$ cat src/hw/rtl/rbsc_pkg.sv
`timescale 1ns / 1ps
// ----------------------------------------------------------------------------
// rbsc_pkg
// Shared types and constants for the rank-by-smaller-count unit.
// ----------------------------------------------------------------------------
package rbsc_pkg;

  localparam int VALUE_W = 32;
  localparam int RANK_W  = 6;

  // One input request: a value and the end-of-set mark
  typedef struct packed {
    logic signed [VALUE_W-1:0] sample_value;
    logic                      last_item;
  } item_t;

  // One result: rank of a stored value and the end-of-results mark
  typedef struct packed {
    logic [RANK_W-1:0] rank;
    logic              last_rank;
  } result_t;

  // Controller states
  typedef enum logic [2:0] {
    ST_IDLE,
    ST_FETCH,
    ST_KEY,
    ST_SCAN,
    ST_EMIT
  } state_t;

  // Commands from controller to datapath
  typedef struct packed {
    logic store;      // write the request value, bump the count
    logic rank_init;  // clear the outer index
    logic fetch;      // read the entry under rank, clear the tally
    logic key_load;   // latch the key, read entry zero
    logic scan;       // tally one compare, read the next entry
    logic emit;       // register a result, step or end the pass
  } cmd_t;

  // Status from datapath to controller
  typedef struct packed {
    logic scan_done;  // every stored entry has been compared
    logic last_entry; // outer index is at the final stored value
  } status_t;

endpackage

$ cat src/hw/rtl/rbsc_ctrl.sv
`timescale 1ns / 1ps
// ----------------------------------------------------------------------------
// rbsc_ctrl
// Sequencer: loads requests, then runs one compare sweep per stored value.
// ----------------------------------------------------------------------------
module rbsc_ctrl (
  input  logic             clk,
  input  logic             rst,
  input  logic             start,
  input  logic             last_item,
  input  rbsc_pkg::status_t status,
  output rbsc_pkg::cmd_t    cmd,
  output logic             busy
);
  import rbsc_pkg::*;

  state_t state;
  state_t state_next;

  // Hold the current state
  always_ff @(posedge clk) begin
    if (rst) begin
      state <= ST_IDLE;
    end else begin
      state <= state_next;
    end
  end

  // Select the next state
  always_comb begin
    state_next = state;
    unique case (state)
      ST_IDLE: begin
        if (start && last_item) state_next = ST_FETCH;
      end
      ST_FETCH: state_next = ST_KEY;
      ST_KEY:   state_next = ST_SCAN;
      ST_SCAN: begin
        if (status.scan_done) state_next = ST_EMIT;
      end
      ST_EMIT: begin
        state_next = status.last_entry ? ST_IDLE : ST_FETCH;
      end
      default: state_next = ST_IDLE;
    endcase
  end

  // Drive commands
  always_comb begin
    cmd  = '0;
    busy = 1'b1;
    unique case (state)
      ST_IDLE: begin
        busy          = 1'b0;
        cmd.store     = start;
        cmd.rank_init = start && last_item;
      end
      ST_FETCH: cmd.fetch    = 1'b1;
      ST_KEY:   cmd.key_load = 1'b1;
      ST_SCAN:  cmd.scan     = !status.scan_done;
      ST_EMIT:  cmd.emit     = 1'b1;
      default:  cmd          = '0;
    endcase
  end

endmodule

$ cat src/hw/rtl/rbsc_datapath.sv
`timescale 1ns / 1ps
// ----------------------------------------------------------------------------
// rbsc_datapath
// Value memory, count, sweep indexes, compare tally and result register.
// ----------------------------------------------------------------------------
module rbsc_datapath #(
  parameter int CAPACITY = 64
) (
  input  logic              clk,
  input  logic              rst,
  input  rbsc_pkg::cmd_t    cmd,
  input  rbsc_pkg::item_t   item,
  output rbsc_pkg::status_t status,
  output logic              result_valid,
  output rbsc_pkg::result_t result
);
  import rbsc_pkg::*;

  localparam int IDX_W = $clog2(CAPACITY);
  localparam int CNT_W = $clog2(CAPACITY + 1);

  logic signed [VALUE_W-1:0] mem [CAPACITY];
  logic signed [VALUE_W-1:0] rd_data;
  logic signed [VALUE_W-1:0] key;
  logic [IDX_W-1:0]          rd_addr;
  logic [CNT_W-1:0]          count;
  logic [CNT_W-1:0]          j;
  logic [CNT_W-1:0]          tally;
  logic [IDX_W-1:0]          i;
  logic                      room;

  assign room              = (count != CNT_W'(CAPACITY));
  assign status.scan_done  = (j == count);
  assign status.last_entry = ((CNT_W'(i) + CNT_W'(1)) == count);

  // Pick the read address: outer entry on fetch, entry zero on key load,
  // otherwise the entry after the one being compared
  always_comb begin
    priority if (cmd.fetch) begin
      rd_addr = i;
    end else if (cmd.key_load) begin
      rd_addr = '0;
    end else begin
      rd_addr = j[IDX_W-1:0] + IDX_W'(1);
    end
  end

  // Write a request value while there is room; register the read
  always_ff @(posedge clk) begin
    if (cmd.store && room) begin
      mem[count[IDX_W-1:0]] <= item.sample_value;
    end
    rd_data <= mem[rd_addr];
  end

  // Advance the count and the outer index
  always_ff @(posedge clk) begin
    if (rst) begin
      count <= '0;
      i     <= '0;
    end else begin
      if (cmd.store && room) count <= count + CNT_W'(1);
      if (cmd.rank_init) i <= '0;
      if (cmd.emit) begin
        if (status.last_entry) count <= '0;
        else                   i     <= i + IDX_W'(1);
      end
    end
  end

  // Sweep the entries and tally the smaller ones; j counts compared entries
  always_ff @(posedge clk) begin
    if (rst) begin
      j     <= '0;
      tally <= '0;
    end else begin
      if (cmd.fetch) begin
        tally <= '0;
        j     <= '0;
      end
      if (cmd.key_load) j <= '0;
      if (cmd.scan) begin
        j <= j + CNT_W'(1);
        if (rd_data < key) tally <= tally + CNT_W'(1);
      end
    end
  end

  // Latch the key of the current outer entry
  always_ff @(posedge clk) begin
    if (cmd.key_load) key <= rd_data;
  end

  // Register one result for one cycle
  always_ff @(posedge clk) begin
    if (rst) begin
      result_valid <= 1'b0;
    end else begin
      result_valid <= cmd.emit;
    end
  end

  always_ff @(posedge clk) begin
    if (cmd.emit) begin
      result.rank      <= RANK_W'(tally);
      result.last_rank <= status.last_entry;
    end
  end

`ifndef SYNTHESIS
  a_count_bound: assert property (@(posedge clk) disable iff (rst)
    count <= CNT_W'(CAPACITY))
    else $error("stored count exceeds capacity");

  a_tally_bound: assert property (@(posedge clk) disable iff (rst)
    tally <= j)
    else $error("tally exceeds compared entries");

  a_strobe_src: assert property (@(posedge clk) disable iff (rst)
    result_valid |-> $past(cmd.emit))
    else $error("result strobe without emit");

  a_set_empty: assert property (@(posedge clk) disable iff (rst)
    (cmd.emit && status.last_entry) |=> (count == '0))
    else $error("set not emptied after final result");
`endif

endmodule

$ cat src/hw/rtl/rank_by_smaller_count_unit.sv
`timescale 1ns / 1ps
// Operation: a non-final request is stored while busy stays low.
// On the final request, the controller ranks each stored value in turn: it
// fetches the value, latches it as the key, then sweeps every stored value
// through the one memory read port and emits one result per sweep. Busy stays
// high until the last result appears. Results are one-cycle strobes.
// Reset clears the count and controller; stored values are not cleared.
// ----------------------------------------------------------------------------
// rank_by_smaller_count_unit
// Ranks each loaded value by how many stored values are strictly smaller.
// ----------------------------------------------------------------------------
module rank_by_smaller_count_unit #(
  parameter int CAPACITY = 64
) (
  input  logic              clk,
  input  logic              rst,
  input  logic              start,
  output logic              busy,
  input  rbsc_pkg::item_t   item,
  output logic              result_valid,
  output rbsc_pkg::result_t result
);
  import rbsc_pkg::*;

  cmd_t    cmd;
  status_t status;

  // Sequence loading and ranking
  rbsc_ctrl u_ctrl (
    .clk       (clk),
    .rst       (rst),
    .start     (start),
    .last_item (item.last_item),
    .status    (status),
    .cmd       (cmd),
    .busy      (busy)
  );

  // Store values and count smaller ones
  rbsc_datapath #(
    .CAPACITY (CAPACITY)
  ) u_datapath (
    .clk          (clk),
    .rst          (rst),
    .cmd          (cmd),
    .item         (item),
    .status       (status),
    .result_valid (result_valid),
    .result       (result)
  );

endmodule
$ cat config.mk
export PLATFORM = sky130hd
export DESIGN_NAME = rank_by_smaller_count_unit
export DESIGN_NICKNAME = d
export VERILOG_FILES = /design/src/hw/rtl/rbsc_pkg.sv /design/src/hw/rtl/rbsc_ctrl.sv /design/src/hw/rtl/rbsc_datapath.sv /design/src/hw/rtl/rank_by_smaller_count_unit.sv
export SDC_FILE = /design/constraint.sdc
export NUM_CORES = 2
export LEC_CHECK = 0
export BUFFER_PORTS_ARGS = -buffer_cell sky130_fd_sc_hd__buf_2
export CORE_MARGIN = 5
export CORE_UTILIZATION = 55
export CTS_CLUSTER_SIZE = 12
export DETAILED_ROUTE_END_ITERATION = 12
export GPL_ROUTABILITY_DRIVEN = 0
export PLACE_DENSITY = 0.79
export SYNTH_ARGS = -nofsm -noshare
export SYNTH_HDL_FRONTEND = slang
export SYNTH_SLANG_ARGS = --single-unit
export TNS_END_PERCENT = 30
$ cat constraint.sdc
create_clock -name clk -period 6.23 [get_ports clk]
set_clock_uncertainty 0.1 [all_clocks]
set_input_delay 0.623 -clock clk [delete_from_list [all_inputs] [get_ports clk]]
set_output_delay 0.623 -clock clk [all_outputs]
set_load 0.1 [all_outputs]
==> flow_metrics.env <==
export IMPL_final_util_pct=60.99
export IMPL_clk_latency_ns=0.83
export IMPL_yosys_top_cells_count="edfxtp_1 (2087), nand2_1 (1815), nand3_1 (692)"
export IMPL_die_y_um=403.6
export IMPL_busiest_layer="met2"
export IMPL_vdd_ir_drop_max_uv=261.4
export IMPL_design_core_area_um2=154000
export IMPL_dp_hpwl_um=119700
export IMPL_drt_iter0_markers=8581
export IMPL_grt_overflow=0
export IMPL_min_path_type="in2reg"
export IMPL_multi_input_area_um2=19870
export IMPL_cts_resized=0
export IMPL_synth_xor_area_share_pct=0.2731
export IMPL_clk_path_buf_depth=3
export IMPL_wl_per_cell_um=26.75
export IMPL_fillers=10862
export IMPL_startpoint_type="flip-flop"
export IMPL_synth_most_common_cell="edfxtp_1"
export IMPL_crit_slowest_cell="a221oi_1"
export IMPL_synth_nets=6379
export IMPL_critPathKind="reg2reg"
export IMPL_synth_top_area_share_pct=73.55
export IMPL_drv_slew=1
export IMPL_die_w_um=403.6
export IMPL_r2r_cells=9
export IMPL_fin_crit_sh_pct=82.10
export IMPL_required_ns=6.77
export IMPL_use_met2_pct=42.55
export IMPL_grt_use_met1_pct=35.66
export IMPL_syn_avg_cell_area_um2=13.51
export IMPL_synth_ff_type="edfxtp_1"
export IMPL_synth_area_leaders="edfxtp_1 (74%), nand2_1 (8.0%), nand3_1 (4.1%), mux2i_1 (2.2%), a31oi_1 (1.5%)"
export IMPL_synthAdderAreaFrac_pct=0.5287
export IMPL_grt_pass1_wl_um=332100
export IMPL_die_area_um2=162900
export IMPL_synth_edf_count=2087
export IMPL_drc=0
export IMPL_first_global_vias=53193
export IMPL_violations="slew limit"
export IMPL_portBuffers=44
export IMPL_synth_seq_cells=2149
export IMPL_pin_count=45
export IMPL_max_cap_violations=0
export IMPL_path_clk_slew_ns=0.06
export IMPL_cp_top_family="compound AO/OA/AOI/OAI gates"
export IMPL_crit_arrival_ns=5.66
export IMPL_crit_chain="ha_1 -> and3_1 -> a211oi_4 -> buf_12 -> and3_1 -> a31oi_1 -> a32o_1 -> a221oi_1 -> o221ai_1"
export IMPL_rsz0062_at_grt="no"
export IMPL_grt_use_total_pct=27.28
export IMPL_yosysUniqueCellTypes=70
export IMPL_tns_ns=0
export IMPL_start_util_pct=55.31
export IMPL_h_tree_depth=4
export IMPL_endpoint_kind="flip-flop"
export IMPL_cp_common_cell="and3_1"
export IMPL_via_per_inst=6.409
export IMPL_synth_simple_gate_area_share_pct=14.59
export IMPL_finalHoldViolations=0
export IMPL_grt_max_degree=135
export IMPL_hold_ws_ns=0.1273
export IMPL_nNetsFinal=6349
export IMPL_areaGrowthSynthToFinish_pct=10.28
export IMPL_cp_max_fo=118
export IMPL_hold_depth=4
export IMPL_status="finished, violations left"
export IMPL_postCtsSetupBuffers=0
export IMPL_num_vias=54165
export IMPL_synth_async_reset_ratio_pct=0
export IMPL_max_freq_mhz=195.5
export IMPL_synth_compound_area_share_pct=4.983
export IMPL_synth_top_cell_by_area="edfxtp_1"
export IMPL_dr_pass1_iters=9
export IMPL_grt_met3_usage_pct=7.090
export IMPL_antenna_left=0
export IMPL_path_buf_inv=1
export IMPL_holdBufCountCts=0
export IMPL_fin_total_pwr_mw=29.62
export IMPL_finalSetupViolCount=0
export IMPL_clock_root_buffer="clkbuf_16"
export IMPL_cp_depth=9
export IMPL_register_area_um2=63910
export IMPL_powerDensity_nw_per_um2=315.2
export IMPL_wirelength_um=226100
export IMPL_synthCells=6307
export IMPL_synth_top_family_by_area="simple AND/OR/NAND/NOR gates"
export IMPL_slew_headroom_pct=-11.09
export IMPL_critPathMaxStageDelay_ns=1.27
export IMPL_ys_seq_area_share_pct=75.01
export IMPL_row_count=144
export IMPL_antenna_found_initial=15
export IMPL_synthMuxAreaShare_pct=2.276
export IMPL_period_needed_ns=5.115
export IMPL_cts_tree="built"
export IMPL_synthesis_area_um2=85200
export IMPL_numClockSinks=2149
export IMPL_numCtsBuffers=205
export IMPL_drive_above_1_share_pct=7.918
export IMPL_worst_pin_slew_ns=1.666
export IMPL_power_leakage_nw=32.05
export IMPL_synth_warnings=0
-- final cells by class --
type	instances	share of cell area, %
sequential	2149	68.02
inverter	39	0.1558
clock buffer	304	5.966
multi-input combinational	3705	21.15
antenna	5	0.01332
timing repair buffer	177	1.670
clock inverter	29	0.3010
tap	2044	2.722
-- metal layers --
layer | routed length [um] | share of wire (%)
met1 | 79680 | 35
met2 | 105000 | 46
met3 | 28320 | 13
met4 | 13050 | 5.8
met5 | 36 | 0.016
-- through the flow --
stage                     worst slack, ns  cells  instance area (um2)
final                               1.115   8452                93960
after global routing                1.263   8447                93950
after floorplan                     2.650   6307                85200
after global placement              1.449   8112                88030
after detailed placement            1.537   8114                88060
after CTS                           1.487   8447                93950
-- power breakdown --
part	total [mW]	switching, mW	leakage (nW)	internal, mW
sequential	16.1	0.0853	19.3	16.0
clock	11.3	5.10	2.83	6.21
combinational	2.25	1.59	9.93	0.658
total	29.6	6.77	32.0	22.8
-- flip-flops by register name, summed over array words and instances, names as in the netlist --
signal                   cells
u_datapath.tally             6
u_ctrl.state                 3
u_datapath.rd_data          32
u_datapath.count             7
u_datapath.key              32
u_datapath.result            7
u_datapath.j                 7
u_datapath.result_valid      1
u_datapath.i                 6
u_datapath.mem            2048
-- tightest hold or removal path, stage by stage --
cell and delay (ns):
buf_2 0.13, nand2_1 0.06, a21o_1 0.15, nor2_1 0.04
-- cells by family (layout without fill, tap and decap cells) --
family / after synthesis / in the layout
AND/OR/NAND/NOR: 2893 / 2893
flip-flops: 2149 / 2149
AO/OA/AOI/OAI: 559 / 559
buffers and inverters: 453 / 549
multiplexers: 192 / 192
adder cells (fa/ha/maj): 36 / 36
XOR/XNOR: 25 / 25
other: 0 / 5
-- cells in the final DEF (no fill, tap or decap), types with 39 or more instances in the layout --
master and count:
and3_1 200, clkbuf_16 208, mux2i_1 187, nand3_1 692
a31oi_1 200, a32oi_1 60, nand2_1 1815, edfxtp_1 2087
dfxtp_1 62, nor2_4 71, nor2_1 48, inv_1 39
a32o_1 52, a221oi_1 54, clkbuf_1 92, buf_4 105
buf_2 44
-- worst paths after layout --
check / start / slack [ns] / to
worst min-delay path: item[0] / 0.13 / u_ctrl.state[1]
worst min register to register: u_datapath.rd_data[12] / 0.33 / u_datapath.key[12]
worst max register to register: u_datapath.j[0] / 1.12 / u_datapath.rd_data[18]
worst max-delay path: u_datapath.j[0] / 1.12 / u_datapath.rd_data[18]
Power figures use the tool's default switching activity.
